### config.mk
export PLATFORM = sky130hd
export DESIGN_NAME = horspool_substring_search
export DESIGN_NICKNAME = d
export VERILOG_FILES = /design/src/rtl/hss_pkg.sv /design/src/rtl/hss_cfg.sv /design/src/rtl/hss_core.sv /design/src/rtl/horspool_substring_search.sv
export SDC_FILE = /design/constraint.sdc
export NUM_CORES = 2
export LEC_CHECK = 0
export BUFFER_PORTS_ARGS = -buffer_cell sky130_fd_sc_hd__buf_2
export CELL_PAD_IN_SITES_DETAIL_PLACEMENT = 0
export CELL_PAD_IN_SITES_GLOBAL_PLACEMENT = 2
export CORE_MARGIN = 2
export CORE_UTILIZATION = 30
export DETAILED_ROUTE_END_ITERATION = 7
export PLACE_DENSITY_LB_ADDON = 0.1
export SYNTH_ARGS = -nofsm -noshare
export SYNTH_HDL_FRONTEND = slang
export SYNTH_HIERARCHICAL = 1
export SYNTH_SLANG_ARGS = --single-unit
### constraint.sdc
create_clock -name aclk -period 25.4 [get_ports aclk]
set_input_delay 6.35 -clock aclk [delete_from_list [all_inputs] [get_ports aclk]]
set_output_delay 6.35 -clock aclk [all_outputs]
set_load 0.01 [all_outputs]
### src/rtl/hss_pkg.sv
`timescale 1ns / 1ps
// ----------------------------------------------------------------------------
// hss_pkg
// Shared types, register indexes and helpers for the substring search block.
// ----------------------------------------------------------------------------
package hss_pkg;

    localparam int CFG_IDX_W  = 3;
    localparam int CFG_DATA_W = 64;
    localparam int PAT_BYTES  = 32;
    localparam int PAT_W      = PAT_BYTES * 8;
    localparam int LEN_W      = 6;
    localparam int OFF_W      = 12;

    // Register indexes of the configuration port.
    localparam logic [CFG_IDX_W-1:0] REG_PATTERN_0_7   = 3'd0;
    localparam logic [CFG_IDX_W-1:0] REG_PATTERN_8_15  = 3'd1;
    localparam logic [CFG_IDX_W-1:0] REG_PATTERN_16_23 = 3'd2;
    localparam logic [CFG_IDX_W-1:0] REG_PATTERN_24_31 = 3'd3;
    localparam logic [CFG_IDX_W-1:0] REG_PATTERN_LEN   = 3'd4;
    localparam logic [CFG_IDX_W-1:0] REG_CASE_FOLD     = 3'd5;

    typedef struct packed {
        logic [PAT_W-1:0] pattern;
        logic [LEN_W-1:0] length;
        logic             case_fold;
    } cfg_t;

    typedef struct packed {
        logic             found;
        logic [OFF_W-1:0] match_offset;
        logic [LEN_W-1:0] match_length;
    } result_t;

    // ASCII upper-casing of a..z when case is ignored.
    function automatic logic [7:0] fold_byte(input logic [7:0] c, input logic icase);
        logic [7:0] r;
        r = c;
        if (icase && (c >= 8'h61) && (c <= 8'h7A)) begin
            r = c - 8'h20;
        end
        return r;
    endfunction

endpackage

### src/rtl/hss_cfg.sv
`timescale 1ns / 1ps
// ----------------------------------------------------------------------------
// hss_cfg
// Configuration register file: pattern bytes, pattern length and case mode.
// ----------------------------------------------------------------------------
module hss_cfg (
    input  logic                           aclk,
    input  logic                           aresetn,
    input  logic                           wr_en,
    input  logic [hss_pkg::CFG_IDX_W-1:0]  wr_index,
    input  logic [hss_pkg::CFG_DATA_W-1:0] wr_data,
    output hss_pkg::cfg_t                  cfg
);

    logic [hss_pkg::CFG_DATA_W-1:0] pat0_reg;
    logic [hss_pkg::CFG_DATA_W-1:0] pat1_reg;
    logic [hss_pkg::CFG_DATA_W-1:0] pat2_reg;
    logic [hss_pkg::CFG_DATA_W-1:0] pat3_reg;
    logic [hss_pkg::LEN_W-1:0]      len_reg;
    logic                           icase_reg;

    always_ff @(posedge aclk) begin
        if (!aresetn) begin
            pat0_reg  <= '0;
            pat1_reg  <= '0;
            pat2_reg  <= '0;
            pat3_reg  <= '0;
            len_reg   <= hss_pkg::LEN_W'(1);
            icase_reg <= 1'b0;
        end else if (wr_en) begin
            case (wr_index)
                hss_pkg::REG_PATTERN_0_7:   pat0_reg  <= wr_data;
                hss_pkg::REG_PATTERN_8_15:  pat1_reg  <= wr_data;
                hss_pkg::REG_PATTERN_16_23: pat2_reg  <= wr_data;
                hss_pkg::REG_PATTERN_24_31: pat3_reg  <= wr_data;
                hss_pkg::REG_PATTERN_LEN:   len_reg   <= wr_data[hss_pkg::LEN_W-1:0];
                hss_pkg::REG_CASE_FOLD:     icase_reg <= wr_data[0];
                default: ;
            endcase
        end
    end

    assign cfg.pattern   = {pat3_reg, pat2_reg, pat1_reg, pat0_reg};
    assign cfg.length    = len_reg;
    assign cfg.case_fold = icase_reg;

endmodule

### src/rtl/hss_core.sv
`timescale 1ns / 1ps
// ----------------------------------------------------------------------------
// hss_core
// Text window, parallel pattern compare and per-line match state.
// ----------------------------------------------------------------------------
module hss_core #(
    parameter int PATTERN_MAX = 32,
    parameter int LINE_MAX    = 4096
) (
    input  logic             aclk,
    input  logic             aresetn,
    input  logic             accept,
    input  logic [7:0]       text_byte,
    input  logic             last_byte,
    input  hss_pkg::cfg_t    cfg,
    output hss_pkg::result_t result
);

    localparam int POS_CAP = LINE_MAX + PATTERN_MAX - 1;
    localparam int POS_W   = $clog2(POS_CAP + 1);
    localparam int IDX_W   = (PATTERN_MAX > 1) ? $clog2(PATTERN_MAX) : 1;
    localparam int LEN_W   = hss_pkg::LEN_W;
    localparam int OFF_W   = hss_pkg::OFF_W;

    logic [7:0]       window_reg [PATTERN_MAX];
    logic [7:0]       window_next[PATTERN_MAX];
    logic [POS_W-1:0] pos_reg;
    logic             seen_reg;
    logic [OFF_W-1:0] start_reg;

    logic [LEN_W-1:0]       eff_len;
    logic [PATTERN_MAX-1:0] eq_vec;
    logic [POS_W:0]         pos_inc;
    logic [POS_W:0]         start;
    logic                   hit;

    // Newest byte at the front of the window.
    always_comb begin
        window_next[0] = text_byte;
        for (int j = 1; j < PATTERN_MAX; j++) begin
            window_next[j] = window_reg[j-1];
        end
    end

    always_comb begin
        if (cfg.length > LEN_W'(PATTERN_MAX)) begin
            eff_len = LEN_W'(PATTERN_MAX);
        end else begin
            eff_len = cfg.length;
        end
    end

    // Pattern byte i lines up with window entry eff_len-1-i.
    always_comb begin
        logic [LEN_W-1:0] d;
        for (int i = 0; i < PATTERN_MAX; i++) begin
            d = eff_len - LEN_W'(1) - LEN_W'(i);
            if (LEN_W'(i) >= eff_len) begin
                eq_vec[i] = 1'b1;
            end else begin
                eq_vec[i] =
                    hss_pkg::fold_byte(window_next[d[IDX_W-1:0]], cfg.case_fold) ==
                    hss_pkg::fold_byte(cfg.pattern[i*8 +: 8], cfg.case_fold);
            end
        end
    end

    assign pos_inc = {1'b0, pos_reg} + (POS_W+1)'(1);
    assign start   = pos_inc - (POS_W+1)'(eff_len);
    assign hit     = !seen_reg && (eff_len != '0) &&
                     (pos_inc >= (POS_W+1)'(eff_len)) &&
                     (start < (POS_W+1)'(LINE_MAX)) && (&eq_vec);

    always_ff @(posedge aclk) begin
        if (accept) begin
            for (int j = 0; j < PATTERN_MAX; j++) begin
                window_reg[j] <= window_next[j];
            end
        end
    end

    always_ff @(posedge aclk) begin
        if (!aresetn) begin
            pos_reg   <= '0;
            seen_reg  <= 1'b0;
            start_reg <= '0;
        end else if (accept) begin
            if (last_byte) begin
                pos_reg   <= '0;
                seen_reg  <= 1'b0;
                start_reg <= '0;
            end else begin
                if (pos_reg < POS_W'(POS_CAP)) begin
                    pos_reg <= pos_inc[POS_W-1:0];
                end
                if (hit) begin
                    seen_reg  <= 1'b1;
                    start_reg <= OFF_W'(start);
                end
            end
        end
    end

    always_comb begin
        result.found = seen_reg || hit;
        if (seen_reg) begin
            result.match_offset = start_reg;
        end else if (hit) begin
            result.match_offset = OFF_W'(start);
        end else begin
            result.match_offset = '0;
        end
        result.match_length = result.found ? eff_len : '0;
    end

endmodule

### src/rtl/horspool_substring_search.sv
`timescale 1ns / 1ps
// Result: a result word appears on m_* in the cycle after the marked last byte is taken.
// Throughput: one text byte per cycle; the window compare finishes within that cycle.
// Input stalls only while a result word is held and m_ready is low.
// Reset: synchronous, active low; pattern clears to zero, length to one, case
// sensitivity on, and the line state (position, match flag, start) clears.
// ----------------------------------------------------------------------------
// horspool_substring_search
// Streaming leftmost substring search over a line, one byte per word.
// ----------------------------------------------------------------------------
module horspool_substring_search #(
    parameter int PATTERN_MAX = 32,
    parameter int LINE_MAX    = 4096
) (
    input  logic                           aclk,
    input  logic                           aresetn,

    // Configuration write channel.
    input  logic                           cfg_valid,
    output logic                           cfg_ready,
    input  logic [hss_pkg::CFG_IDX_W-1:0]  cfg_index,
    input  logic [hss_pkg::CFG_DATA_W-1:0] cfg_data,

    // Text input, one byte per word.
    input  logic                           s_valid,
    output logic                           s_ready,
    input  logic [7:0]                     s_text_byte,
    input  logic                           s_last_byte,

    // One result word per line.
    output logic                           m_valid,
    input  logic                           m_ready,
    output logic                           m_found,
    output logic [hss_pkg::OFF_W-1:0]      m_match_offset,
    output logic [hss_pkg::LEN_W-1:0]      m_match_length
);

    hss_pkg::cfg_t    cfg;
    hss_pkg::result_t core_result;
    hss_pkg::result_t result_reg;
    hss_pkg::result_t result_next;
    logic             m_valid_reg;
    logic             m_valid_next;
    logic             in_accept;

    // Registers are always writable; software must only write between lines, which the block does not enforce.
    assign cfg_ready = 1'b1;

    hss_cfg u_cfg (
        .aclk     (aclk),
        .aresetn  (aresetn),
        .wr_en    (cfg_valid),
        .wr_index (cfg_index),
        .wr_data  (cfg_data),
        .cfg      (cfg)
    );

    // A word is taken whenever the output register is empty or being drained,
    // so a stream of bytes runs at full rate as long as the sink keeps up.
    assign s_ready   = !m_valid_reg || m_ready;
    assign in_accept = s_valid && s_ready;

    hss_core #(
        .PATTERN_MAX (PATTERN_MAX),
        .LINE_MAX    (LINE_MAX)
    ) u_core (
        .aclk      (aclk),
        .aresetn   (aresetn),
        .accept    (in_accept),
        .text_byte (s_text_byte),
        .last_byte (s_last_byte),
        .cfg       (cfg),
        .result    (core_result)
    );

    // The result register is loaded only by the last byte of a line; any
    // other byte leaves a pending result untouched.
    always_comb begin
        m_valid_next = m_valid_reg;
        result_next  = result_reg;
        if (in_accept && s_last_byte) begin
            m_valid_next = 1'b1;
            result_next  = core_result;
        end else if (m_ready) begin
            m_valid_next = 1'b0;
        end
    end

    always_ff @(posedge aclk) begin
        if (!aresetn) begin
            m_valid_reg <= 1'b0;
        end else begin
            m_valid_reg <= m_valid_next;
        end
    end

    always_ff @(posedge aclk) begin
        result_reg <= result_next;
    end

    assign m_valid        = m_valid_reg;
    assign m_found        = result_reg.found;
    assign m_match_offset = result_reg.match_offset;
    assign m_match_length = result_reg.match_length;

endmodule
Word-level counts from Yosys, hierarchy flattened
Memories as Yosys holds them, arrays and structs flattened.
Cells that the tools add are included.
- output and inout bits: 22
- memory bits (writable): 256
- bits in registers: 309
- bits of input ports: 81
- word-level logic and storage cells: 798
- memories: 1
- reduce and logical (&&, ||, !) cells: 152
- multiplexer cells: 269
- add/sub/neg operators: 98
- equal/unequal tests: 37
- bitwise operators: 32
- $lt $le $gt $ge: 196
- memories (name ; depth ; bits a word ; rd ports ; clocked after memory_dff ; write ports ; line ; RTL):
    u_core.window_reg ; 32 ; 8 ; 31 ; 0 ; 32 ; hss_core.sv:25 ; logic [7:0] window_reg [PATTERN_MAX];
- operator list (cell ; count):
    $mux 8 ; 192
    $bmux 8 s5 ; 32
    $ge 8x7->1 const B ; 64
    $le 8x7->1 const B ; 64
    $sub 8x6->8 const B ; 64
    $eq 8x8->1 ; 32
    $ge 6x6->1 const B ; 32
    $not 5->6 ; 32
    $logic_and 1x1->1 ; 134
    $ge 5x6->1 const A ; 16
    $sub 5x5->5 const B ; 16
    $ge 4x6->1 const A ; 8
    $mux 12 ; 4
    $sub 5x4->5 const B ; 8
    $mux 1 ; 38
    $reduce_and 32->1 ; 1
    $mux 13 ; 2
    $ge 3x6->1 const A ; 4
    $sub 5x3->5 const B ; 4
    $reduce_and 2->1 ; 8
    $add 13x1->14 const B ; 1
    $ge 14x6->1 ; 1
    $lt 14x13->1 const B ; 1
    $sub 14x6->14 ; 1
    other kinds (15) ; 25

Logic depth before layout (Yosys ltp)
- depth after elaboration: 19
- mapped depth: 40
- gate-level depth less buffers: 23

Modules after synthesis
Netlist, hierarchy kept.
- modules (own cells, without submodules) (module ; times used ; area an instance (µm²) ; cells each ; seq. area each (µm²)):
    hss_core ; 1 ; 45561.2 ; 5277 ; 7967.6
    hss_cfg ; 1 ; 9734.3 ; 926 ; 5265.0
    horspool_substring_search ; 1 ; 653.1 ; 27 ; 590.6

Worst setup path after synthesis
No wires, ideal clock.
- kind: input-to-output
- start point: input m_ready
- end point: output s_ready
- required time: 19050 ps
- buffers on the path: 0
- slack: 12556 ps
- data arrival time: 6494 ps
- cell stages on the path: 1
- path through: nand2b_4
- word-level cells in the longest chain between the ends: 1
- RTL lines (what ; line ; RTL):
    start: declaration ; horspool_substring_search.sv:32 ; input logic m_ready,
    $logic_or 1x1->1 ; horspool_substring_search.sv:60 ; assign s_ready = !m_valid_reg || m_ready;
    end: declaration ; horspool_substring_search.sv:26 ; output logic s_ready,
Every way passes these cells.

Final worst setup path
Same ends and word-level chain as after synthesis.

==> qor.yml <==
io_buffer_count: 101
p_per_area_mw_per_mm2: 60.7
arrival_ns: 6.74
fin_crit_sh_pct: 51.5
synth-seq-cells: 557
multiInputGateArea_sq_mm: 0.0394
grt_pass1_wl_um: 413000
hold_depth: 2
setup-tns-final_ns: 0
critical_path_required_ns: 19.05
post-route-util_pct: 33.2
async_reset_ff_share_pct: 0
grt_antenna_before_repair: 21
critPathLaunch: "m_ready"
syn_to_final_growth_pct: 10.1
cap_violations: 0
min_period_ns: 13.09
syn_inst: 6230
post_cts_buffers: 0
avgSynthCellArea_sq_um: 8.98
finalSetupViolations: 0
postRouteAntennaNets: 0
synth_area_sq_mm: 0.0559
drc: 0
cp-start-kind: "input pin"
min_from: "u_cfg/pat3_reg[29]$_SDFFE_PN0P_"
yosysSeqAreaShare_pct: 24.7
synth_edf_count: 267
cts_buffer_depth: 3
dp_hpwl_um: 223000
routed_via_density: 6.26
core-area_sq_mm: 0.185
status: "complete, no violations"
reg2reg_depth: 26
final_common_cell: "mux2i_1"
die_w_um: 436
drt_iter0_drc: 6510
tightestPinTransition_ns: 1.33
worstSkewPairLatency_ns: 0.74
initial_core_util_pct: 30.2
path_max_fanout: 4
cts_root_buf: "clkbuf_16"
numCtsBuffers: 76
cts.htree.levels: 3
final_cell_mix: "mux2i_1 (736), nand2_1 (696), dfxtp_1 (285), nor2_1 (285), mux4_2 (282)"
io_pins: 103
die_y_um: 436
crit_path_end_kind: "output port"
synthesis.nets: 6403
regArea_sq_mm: 0.0138
min_path_type: "flop to flop"
nFillCells: 19306
vias: 54064
vdd_drop_max_v: 0.0000516
largest_reg_flops: 248
ys.warnings.count: 6
fp.dieArea_sq_mm: 0.190
drive_gt1_share_pct: 15.0
routedWlPerCell_um: 34.5
grt_pass1_vias: 50673
row_count: 158
first_pass_iters: 8
crit_type: "input pin to output port"
total_power_mw: 3.74
r2r-start: "u_cfg/len_reg[5]$_SDFFE_PN0P_"
ys.flop_type: "dfxtp_1"
rsz0062_at_grt: "no"
final_hold_viol_count: 0
report.final.slew_viol_count: 0
wirelength_um: 298000
overflow: 0
cts_tree: "built"
final_nets: 6257
synth.distinct_cells: 110
clock-sinks: 557
max_freq_ghz: 0.0764
cts_hold_buf: 0
grt_usage_pct: 30.2
cts.clk_slew.worst_paths_ns: 0.06
p_leak_nw: 23.1
slew_headroom_pct: 11.5
skew_ns: 0.0377
grt_max_degree: 161
cts_resized: 0
gp_congestion: 0.949
-- cell type report --
class / instances / area share [%]
multi-input cells: 5007 / 63.9
flip-flops and latches: 557 / 22.5
well taps: 2480 / 5.04
clock buffers: 99 / 3.38
repair buffers: 255 / 2.88
inverters: 187 / 1.16
clock inverters: 43 / 1.13
diodes: 7 / 0.0284
-- cells by family after synthesis --
| kind of cell | count (synthesis) | synth area share (%) |
|---|---|---|
| simple gates | 2042 | 18.2 |
| other cells | 1 | 0.00670 |
| compound gates | 1450 | 17.9 |
| flops | 557 | 24.7 |
| mux | 1128 | 26.7 |
| buf+inv | 666 | 5.49 |
| xor+xnor | 294 | 4.82 |
| fa+ha+maj | 92 | 2.07 |
-- metal layers --
layer	vias up	GRT usage, %	share of wire (%)
li1	23702	-	-
met1	27343	42.1	44
met2	2545	44.5	42
met3	466	5.94	8.0
met4	8	14.7	5.6
met5	-	0	0.021
-- synthesized netlist by cell type, types with 32 or more instances --
library cell / instances / area share, %
xnor2_1: 157 / 2.5
a311oi_1: 42 / 0.66
and2_1: 53 / 0.59
nand2_1: 699 / 4.7
nor3b_1: 51 / 0.68
nor3_1: 181 / 1.6
mux2i_1: 736 / 13
a221oi_1: 40 / 0.63
or3_1: 57 / 0.64
a21oi_1: 275 / 2.5
a21o_1: 51 / 0.68
buf_1: 47 / 0.32
or2_2: 32 / 0.36
mux2_2: 110 / 2.2
buf_2: 145 / 1.3
buf_4: 32 / 0.43
a22oi_1: 67 / 0.90
o221ai_1: 43 / 0.67
o211ai_1: 79 / 1.1
nor2_1: 290 / 1.9
a31oi_1: 65 / 0.73
inv_1: 177 / 1.2
dfxtp_1: 290 / 10
edfxtp_1: 267 / 14
ha_1: 91 / 2.0
mux4_2: 282 / 11
and3_1: 66 / 0.74
a211oi_1: 91 / 1.2
xor2_1: 128 / 2.0
o22ai_1: 55 / 0.61
o21ai_0: 262 / 2.3
clkbuf_1: 227 / 1.5
nor2b_1: 33 / 0.37
nand3_1: 253 / 2.3
or4_1: 42 / 0.56
nand4_1: 88 / 0.98
nand2b_1: 45 / 0.50
a2111oi_0: 36 / 0.56
-- worst paths after layout --
path / endpoint / slack [ns]
worst min register to register: u_cfg/pat3_reg[29]$_SDFFE_PN0P_ / 0.46
worst min-delay path: u_cfg/pat3_reg[29]$_SDFFE_PN0P_ / 0.46
worst max register to register: m_match_offset[2]$_DFFE_PP_ / 14.99
worst max-delay path: s_ready / 12.31
-- worst max-delay path, cell delays in order --
cell and delay, ns:
buf_2 0.10, nand2b_4 0.15, buf_2 0.14
-- where the power goes --
part           total, mW  switching [mW]  internal (mW)
Combinational       1.46           0.941          0.516
Clock               1.22           0.487          0.730
Sequential          1.06          0.0781          0.984
Total               3.74            1.51           2.23
-- per-stage QoR --
stage          worst slack [ns]  cells  hold WS, ns  cell area (sq um)
3_5_place_dp              12.31   8486        0.452              58800
3_3_place_gp              12.32   8486        0.446              58800
2_1_floorplan             12.56   6230        0.424              55900
6_report                  12.31   8635        0.458              61600
4_1_cts                   12.31   8628        0.461              61600
5_1_grt                   12.30   8631        0.477              61600
(Power assumes the default switching activity.)
